### src/assert_macros.svh
// Assertion macros shared by the RTL of the filter block.
// No dependencies; compiled out when SYNTHESIS is defined.
`ifndef ASSERT_MACROS_SVH
`define ASSERT_MACROS_SVH
`ifndef SYNTHESIS
// Check an expression at every clock edge outside reset
`define ASSERT_ALWAYS(lbl, clk, rst, expr, msg) \
   lbl: assert property (@(posedge clk) disable iff (rst) (expr)) else $error(msg);
// Check a consequent in the same cycle as its antecedent
`define ASSERT_IMPLY(lbl, clk, rst, ante, cons, msg) \
   lbl: assert property (@(posedge clk) disable iff (rst) (ante) |-> (cons)) else $error(msg);
// Check a consequent in the cycle after its antecedent
`define ASSERT_NEXT(lbl, clk, rst, ante, cons, msg) \
   lbl: assert property (@(posedge clk) disable iff (rst) (ante) |=> (cons)) else $error(msg);
`else
`define ASSERT_ALWAYS(lbl, clk, rst, expr, msg)
`define ASSERT_IMPLY(lbl, clk, rst, ante, cons, msg)
`define ASSERT_NEXT(lbl, clk, rst, ante, cons, msg)
`endif
`endif

### src/sfir_pkg.sv
// Package for the symmetric FIR filter: coefficient format and tap table.
// No dependencies.
package sfir_pkg;

   localparam int COEF_W     = 16;
   localparam int COEF_FRAC  = 15;
   localparam int COEF_COUNT = 46;

   // Q1.15 low-pass taps; taps past the table are zero
   function automatic logic signed [COEF_W-1:0] coef_at(input int unsigned idx);
      logic signed [COEF_W-1:0] c;
      case (idx)
         0:  c = -16'sd772;
         1:  c = 16'sd120;
         2:  c = 16'sd137;
         3:  c = 16'sd168;
         4:  c = 16'sd212;
         5:  c = 16'sd269;
         6:  c = 16'sd335;
         7:  c = 16'sd410;
         8:  c = 16'sd493;
         9:  c = 16'sd583;
         10: c = 16'sd676;
         11: c = 16'sd772;
         12: c = 16'sd869;
         13: c = 16'sd965;
         14: c = 16'sd1058;
         15: c = 16'sd1147;
         16: c = 16'sd1229;
         17: c = 16'sd1302;
         18: c = 16'sd1368;
         19: c = 16'sd1420;
         20: c = 16'sd1461;
         21: c = 16'sd1488;
         22: c = 16'sd1502;
         23: c = 16'sd1502;
         24: c = 16'sd1488;
         25: c = 16'sd1461;
         26: c = 16'sd1420;
         27: c = 16'sd1368;
         28: c = 16'sd1302;
         29: c = 16'sd1229;
         30: c = 16'sd1147;
         31: c = 16'sd1058;
         32: c = 16'sd965;
         33: c = 16'sd869;
         34: c = 16'sd772;
         35: c = 16'sd676;
         36: c = 16'sd583;
         37: c = 16'sd493;
         38: c = 16'sd410;
         39: c = 16'sd335;
         40: c = 16'sd269;
         41: c = 16'sd212;
         42: c = 16'sd168;
         43: c = 16'sd137;
         44: c = 16'sd120;
         45: c = -16'sd772;
         default: c = '0;
      endcase
      return c;
   endfunction

endpackage

### src/symmetric_fir_filter_46tap.sv
// Symmetric low-pass FIR filter, top level: delay-line memory, shared MAC, sequencer.
// Depends on sfir_pkg and assert_macros.svh.
//
// Direct-form FIR filter with a built-in table of 46 symmetric Q1.15 taps. Each request
// carries one signed sample; it is written into a circular delay-line memory of TAPS
// entries, and a single multiply-accumulate unit then walks every tap, one per clock,
// reading the stored sample from the memory port and its coefficient from the table.
// The sum is rounded half up to Q1.15 and saturated to the sample range, giving one
// response per request. req_ready stays low from acceptance until the response is loaded,
// so a new request is not taken before the last is through: the walk takes one memory
// read per tap, and the read, multiply and accumulate stages then drain. The response
// sits in an output register, so a new request is taken while it waits; a response still
// waiting when the next sum is ready holds the block until it is taken.
// The delay line reads as all zeros after reset; no clearing pass is needed.
`include "assert_macros.svh"

module symmetric_fir_filter_46tap #(
   parameter int TAPS        = 46,
   parameter int SAMPLE_BITS = 16
) (
   input  logic                          clock,
   input  logic                          reset,
   input  logic                          req_valid,
   output logic                          req_ready,
   input  logic signed [SAMPLE_BITS-1:0] req_sample_in,
   output logic                          rsp_valid,
   input  logic                          rsp_ready,
   output logic signed [SAMPLE_BITS-1:0] rsp_sample_out
);

   localparam int ADDR_W = $clog2(TAPS);
   localparam int PROD_W = SAMPLE_BITS + sfir_pkg::COEF_W;
   localparam int ACC_W  = PROD_W + ADDR_W + 1;
   localparam logic [ADDR_W-1:0] LAST_TAP = ADDR_W'(TAPS - 1);
   localparam logic signed [ACC_W-1:0] ROUND_INIT =
      {{(ACC_W - sfir_pkg::COEF_FRAC){1'b0}}, 1'b1, {(sfir_pkg::COEF_FRAC - 1){1'b0}}};
   localparam logic signed [ACC_W-1:0] SAT_HI =
      {{(ACC_W - SAMPLE_BITS + 1){1'b0}}, {(SAMPLE_BITS - 1){1'b1}}};
   localparam logic signed [ACC_W-1:0] SAT_LO =
      {{(ACC_W - SAMPLE_BITS + 1){1'b1}}, {(SAMPLE_BITS - 1){1'b0}}};

   typedef enum logic [2:0] {
      ST_IDLE  = 3'b001,
      ST_RUN   = 3'b010,
      ST_DRAIN = 3'b100
   } state_type;

   state_type                   state_ff, state_in;
   logic [ADDR_W-1:0]           head_ff, head_in;
   logic [ADDR_W-1:0]           rd_addr_ff, rd_addr_in;
   logic [ADDR_W-1:0]           tap_cnt_ff, tap_cnt_in;
   logic [TAPS-1:0]             slot_vld_ff, slot_vld_in;
   logic                        s1_vld_ff, s2_vld_ff;
   logic                        rd_hit_ff;
   logic signed [SAMPLE_BITS-1:0] rd_data_ff;
   logic signed [sfir_pkg::COEF_W-1:0] s1_coef_ff;
   logic signed [PROD_W-1:0]    prod_ff, prod_in;
   logic signed [ACC_W-1:0]     acc_ff, acc_in;
   logic                        rsp_valid_ff, rsp_valid_in;
   logic signed [SAMPLE_BITS-1:0] rsp_data_ff, rsp_data_in;

   logic signed [SAMPLE_BITS-1:0] mem [TAPS];

   logic                        accept, issue, out_load;
   logic signed [SAMPLE_BITS-1:0] s1_sample;
   logic signed [PROD_W-1:0]    mul_a, mul_b;
   logic signed [ACC_W-1:0]     q_full;

   assign accept    = req_valid && req_ready;
   assign issue     = (state_ff == ST_RUN);
   assign req_ready = (state_ff == ST_IDLE);
   assign out_load  = (state_ff == ST_DRAIN) && !s1_vld_ff && !s2_vld_ff &&
                      (!rsp_valid_ff || rsp_ready);

   // Sequencer: write the request, walk all taps, drain the MAC pipeline
   always_comb begin
      state_in    = state_ff;
      head_in     = head_ff;
      rd_addr_in  = rd_addr_ff;
      tap_cnt_in  = tap_cnt_ff;
      slot_vld_in = slot_vld_ff;
      case (state_ff)
         ST_IDLE: begin
            if (accept) begin
               head_in              = (head_ff == LAST_TAP) ? '0 : head_ff + 1'b1;
               slot_vld_in[head_in] = 1'b1;
               rd_addr_in           = head_in;
               tap_cnt_in           = '0;
               state_in             = ST_RUN;
            end
         end
         ST_RUN: begin
            rd_addr_in = (rd_addr_ff == '0) ? LAST_TAP : rd_addr_ff - 1'b1;
            tap_cnt_in = tap_cnt_ff + 1'b1;
            if (tap_cnt_ff == LAST_TAP) begin
               state_in = ST_DRAIN;
            end
         end
         ST_DRAIN: begin
            if (out_load) begin
               state_in = ST_IDLE;
            end
         end
         default: begin
            state_in = ST_IDLE;
         end
      endcase
   end

   always_ff @(posedge clock) begin
      if (reset) begin
         state_ff    <= ST_IDLE;
         head_ff     <= '0;
         slot_vld_ff <= '0;
         s1_vld_ff   <= 1'b0;
         s2_vld_ff   <= 1'b0;
      end else begin
         state_ff    <= state_in;
         head_ff     <= head_in;
         slot_vld_ff <= slot_vld_in;
         s1_vld_ff   <= issue;
         s2_vld_ff   <= s1_vld_ff;
      end
   end

   always_ff @(posedge clock) begin
      rd_addr_ff <= rd_addr_in;
      tap_cnt_ff <= tap_cnt_in;
   end

   // Delay-line memory: write the new request, registered read per tap
   always_ff @(posedge clock) begin
      if (accept) begin
         mem[head_in] <= req_sample_in;
      end
      rd_data_ff <= mem[rd_addr_ff];
      rd_hit_ff  <= slot_vld_ff[rd_addr_ff];
      s1_coef_ff <= sfir_pkg::coef_at(int'(tap_cnt_ff));
   end

   // Multiply stage; a slot never written reads as zero
   always_comb begin
      s1_sample = rd_hit_ff ? rd_data_ff : '0;
      mul_a     = PROD_W'(s1_sample);
      mul_b     = PROD_W'(s1_coef_ff);
      prod_in   = mul_a * mul_b;
   end

   // Accumulate stage; start from the rounding bias
   always_comb begin
      acc_in = acc_ff;
      if (accept) begin
         acc_in = ROUND_INIT;
      end else if (s2_vld_ff) begin
         acc_in = acc_ff + ACC_W'(prod_ff);
      end
   end

   always_ff @(posedge clock) begin
      prod_ff <= prod_in;
      acc_ff  <= acc_in;
   end

   // Scale, saturate and hold the response until taken
   always_comb begin
      q_full = acc_ff >>> sfir_pkg::COEF_FRAC;
      if (q_full > SAT_HI) begin
         rsp_data_in = SAT_HI[SAMPLE_BITS-1:0];
      end else if (q_full < SAT_LO) begin
         rsp_data_in = SAT_LO[SAMPLE_BITS-1:0];
      end else begin
         rsp_data_in = q_full[SAMPLE_BITS-1:0];
      end
      if (out_load) begin
         rsp_valid_in = 1'b1;
      end else if (rsp_ready) begin
         rsp_valid_in = 1'b0;
      end else begin
         rsp_valid_in = rsp_valid_ff;
      end
   end

   always_ff @(posedge clock) begin
      if (reset) begin
         rsp_valid_ff <= 1'b0;
      end else begin
         rsp_valid_ff <= rsp_valid_in;
      end
   end

   always_ff @(posedge clock) begin
      if (out_load) begin
         rsp_data_ff <= rsp_data_in;
      end
   end

   assign rsp_valid      = rsp_valid_ff;
   assign rsp_sample_out = rsp_data_ff;

   // Checks on the sequencer and MAC pipeline
   `ASSERT_NEXT(a_accept_starts_run, clock, reset, accept, (state_ff == ST_RUN) && (tap_cnt_ff == '0), "accepted request did not start the tap walk")
   `ASSERT_IMPLY(a_idle_pipe_empty, clock, reset, state_ff == ST_IDLE, !s1_vld_ff && !s2_vld_ff, "MAC pipeline busy while idle")
   `ASSERT_NEXT(a_load_gives_rsp, clock, reset, out_load, rsp_valid_ff && (state_ff == ST_IDLE), "finished sum not presented as response")
   `ASSERT_IMPLY(a_new_slot_valid, clock, reset, state_ff == ST_RUN, slot_vld_ff[head_ff], "newest delay-line slot not marked written")

endmodule
### config.mk
export PLATFORM = sky130hd
export DESIGN_NAME = symmetric_fir_filter_46tap
export DESIGN_NICKNAME = d
export VERILOG_FILES = /design/src/sfir_pkg.sv /design/src/symmetric_fir_filter_46tap.sv
export VERILOG_INCLUDE_DIRS = /design/src /design/src/src
export SDC_FILE = /design/constraint.sdc
export NUM_CORES = 2
export LEC_CHECK = 0
export BUFFER_PORTS_ARGS = -buffer_cell sky130_fd_sc_hd__buf_2
export CAP_MARGIN = 5
export CELL_PAD_IN_SITES_DETAIL_PLACEMENT = 0
export CELL_PAD_IN_SITES_GLOBAL_PLACEMENT = 1
export CORE_ASPECT_RATIO = 1.25
export CORE_MARGIN = 10
export CORE_UTILIZATION = 55
export DETAILED_ROUTE_END_ITERATION = 8
export GPL_TIMING_DRIVEN = 0
export PLACE_DENSITY = 0.86
export SLEW_MARGIN = 20
export SYNTH_ARGS = -nofsm -noshare
export SYNTH_HDL_FRONTEND = slang
export SYNTH_SLANG_ARGS = --single-unit
### constraint.sdc
create_clock -name clock -period 13.5 [get_ports clock]
set_input_delay 1.35 -clock clock [delete_from_list [all_inputs] [get_ports clock]]
set_output_delay 1.35 -clock clock [all_outputs]
set_load 0.005 [all_outputs]
==> run summary <==
run status: completed
Synth area leaders: edfxtp_1 (49%), mux4_2 (11%), fa_1 (11%)
Synth top area share: 48.96%
setup TNS: 0 ns
full die area: 0.09734 mm2
critical path endpoint category: flop
Slew HR: 25.42%
Die Wd: 281.1 um
IO buf count: 36
Post-CTS Setup Inserts: 0
Tmin final: 7.704 ns
asr flop ratio synth: 0%
WL met1: 42,660 um
non-filler cells in the finished layout: 4,510
unrepaired setup endpoints after global routing: false
worst-margin pin slew: 1.116 ns
clk sinks: 922
# rows: 119
Yosys cell types: 85
Initial Util: 55.50%
Power Density: 121.8 mW/mm2
length of routed met2 wiring: 60,800 um
Slew Viols, Final: 0
H-tree levels: 3
crit path kind: reg2reg
global route overflow: 0
Top Metal Used: met4
WP buf/inv: 7
commonest cells in the netlist: edfxtp_1 (764), inv_1 (314), fa_1 (254), mux4_2 (236), nor2_1 (218)
first-pass GRT wire length: 180,500 um
max cap viols: 0
final period utilization: 57.07%
Worst R2R Path Depth: 24
CTS clk-pin slew, worst paths: 0.06 ns
post-synth design cell area: 0.04686 mm2
cells along the critical path: clkbuf_1 -> clkbuf_1 -> clkbuf_1 -> and3_1 -> fa_1 -> inv_1 -> fa_1 -> fa_1 -> inv_1 -> fa_1 -> fa_1 -> inv_1 -> fa_1 -> inv_1 -> ha_1 -> nand3_1 -> or3_1 -> a211oi_1 -> nor4_1 -> o21ai_1 -> nand3_1 -> a31oi_1 -> nor4b_1 -> a211o_1
io pins: 38
CP most frequent cell: fa_1
post-synthesis register bit count: 922
origin of the critical flop-to-flop path: rd_hit_ff
pin count of the biggest net entering global routing: 47
worst min-delay path class: reg2reg
Final Hold Fails: 0
Setup crit start kind: flop
Synth Area per Inst: 14.67 um2
Mapped Nets: 3,602
maximum fanout along the worst path: 10
vias in the first global route: 29,226
Ys Warns: 0
vias per inst: 6.109
leading area contributor after synthesis: edfxtp_1
Top Family by Delay on Critical Path: adder cells
Layout area overhead: 10.60%
DRC errors left: 0
CTS root buf: clkbuf_16
CTS Buf Count: 88
total routed wirelength: 119,100 um
floorplan core area: 0.08442 mm2
number of detailed-route iterations in the first pass: 5
hold endpoint: s2_vld_ff
clock skew: 0.04087 ns
worst hold stages: 1
crit-path max cell delay: 0.53 ns
layout cell share with drive strength beyond 1: 15.68%
initial antenna violation count: 1
vias: 27,550
First DRT Iteration DRCs: 2,669
Final ANT Viol Nets: 0
most common cell in the netlist: edfxtp_1
number of synthesized flops with an enable pin: 764
Nets: 3,755
CTS tree: built
Register-to-Register Setup Slack: 5.80 ns
clock latency on the worst-skew pair: 0.68 ns
cts repair resizes: 0
Post-CTS Hold Buffers: 0
dpl cells: 4,347
Lkg Pwr: 19.70 nW
Max VDD drop: 0.1565 mV
arrival time of the worst setup path: 8.25 ns
Syn Inst Count: 3,195
slowest CP cell: fa_1
Tot GR Track Use: 24.74%
Post-synth top flop: edfxtp_1
reg-to-reg endpoint: prod_ff[30]
die extent in y: 346.3 um
GP Congestion: 0.9321
CTS Buffer Depth: 3
Crit path required time: 14.04 ns
drt wl/cell: 26.41 um
final setup violation count: 0
FMAX: 129.8 MHz
post-synthesis sequential area ratio: 55.71%
DP HPWL: 85,390 um
hold wc startpoint: s1_vld_ff
routed wl met3: 7955 um
[per-layer routing]
layer	track usage, %	vias to the layer above
met5	0	-
met4	14.21	0
met3	3.291	344
met2	42.74	1294
met1	29.44	13984
li1	-	11928
[final cells by class]
type                    instances  area, um2
fillers                      6074      32600
clock buffers                 105       2327
inverters                     315       1182
diodes                          2      5.005
plain buffers                 155      646.9
clock inverters                56      631.9
multi-input cells            1803      19050
repair buffers                 63      514.2
flip-flops and latches        922      26110
well taps                    1089       1363
[cell usage in the layout, fill, tap and decap left out, types with 52 or more instances in the layout]
cell type,Yosys,layout
edfxtp_1,764,764
ha_1,133,133
buf_2,16,52
nor2_1,218,172
clkbuf_1,114,126
and3_1,99,99
nand2_1,194,194
fa_1,254,254
inv_1,314,314
mux4_2,236,236
dfxtp_1,158,158
a21oi_1,129,129
clkbuf_16,0,89
[per-stage QoR]
stage | util (%) | cell area [um2] | power, W | setup slack (ns) | hold slack (ns)
5_1_grt | 61.38 | 51820 | 0.006480 | 5.378 | 0.4801
4_1_cts | 61.38 | 51820 | 0.006329 | 5.868 | 0.4647
3_3_place_gp | 57.33 | 48400 | 0.003821 | 5.945 | 0.4412
6_report | 61.39 | 51820 | 0.006313 | 5.796 | 0.4625
2_1_floorplan | - | 46860 | 0.003587 | 7.377 | 0.4315
3_5_place_dp | 57.87 | 48860 | 0.003845 | 5.845 | 0.4552
[cell families after synthesis]
| kind of cell | share of synthesized area (%) |
|---|---|
| flip-flops | 55.71 |
| multiplexers | 12.75 |
| adder cells (fa/ha/maj) | 14.42 |
| AND/OR/NAND/NOR | 6.758 |
| XOR/XNOR | 1.458 |
| buffers and inverters | 3.904 |
| AO/OA/AOI/OAI | 4.993 |
[worst reg2reg max path, cell delays in order, from the launching register on]
cell and delay [ns]:
dfxtp_1 0.42, clkbuf_1 0.38, clkbuf_1 0.47, clkbuf_1 0.42, and3_1 0.26, fa_1 0.41
inv_1 0.08, fa_1 0.46, fa_1 0.53, inv_1 0.06, fa_1 0.49, fa_1 0.49
inv_1 0.05, fa_1 0.47, inv_1 0.04, ha_1 0.39, nand3_1 0.16, or3_1 0.33
a211oi_1 0.44, nor4_1 0.20, o21ai_1 0.31, nand3_1 0.15, a31oi_1 0.28, nor4b_1 0.09
a211o_1 0.24
[sequential cells by signal (all words and copies together), names as in the netlist, 3 cells and up]
| signal | cells |
|---|---|
| mem | 736 |
| slot_vld_ff | 46 |
| acc_ff | 39 |
| prod_ff | 32 |
| rd_data_ff | 16 |
| rsp_sample_out | 16 |
| s1_coef_ff | 12 |
| head_ff | 6 |
| rd_addr_ff | 6 |
| tap_cnt_ff | 6 |
| state_ff | 3 |
[power breakdown]
| group | switching [W] | total (W) | internal (W) |
|---|---|---|---|
| Clock | 0.00110 | 0.00252 | 0.00142 |
| Combinational | 0.000402 | 0.000630 | 0.000228 |
| Sequential | 0.0000459 | 0.00317 | 0.00312 |
[worst max-delay path by stage]
stage / startpoint / endpoint / cells past startpoint
2_1_floorplan: rd_hit_ff / prod_ff[31] / 22
3_3_place_gp: rd_hit_ff / prod_ff[30] / 24
3_5_place_dp: rd_hit_ff / prod_ff[30] / 24
4_1_cts: rd_hit_ff / prod_ff[30] / 24
5_1_grt: rd_hit_ff / prod_ff[30] / 24
6_report: rd_hit_ff / prod_ff[30] / 24
No activity file was read; power rests on OpenSTA's default activity.
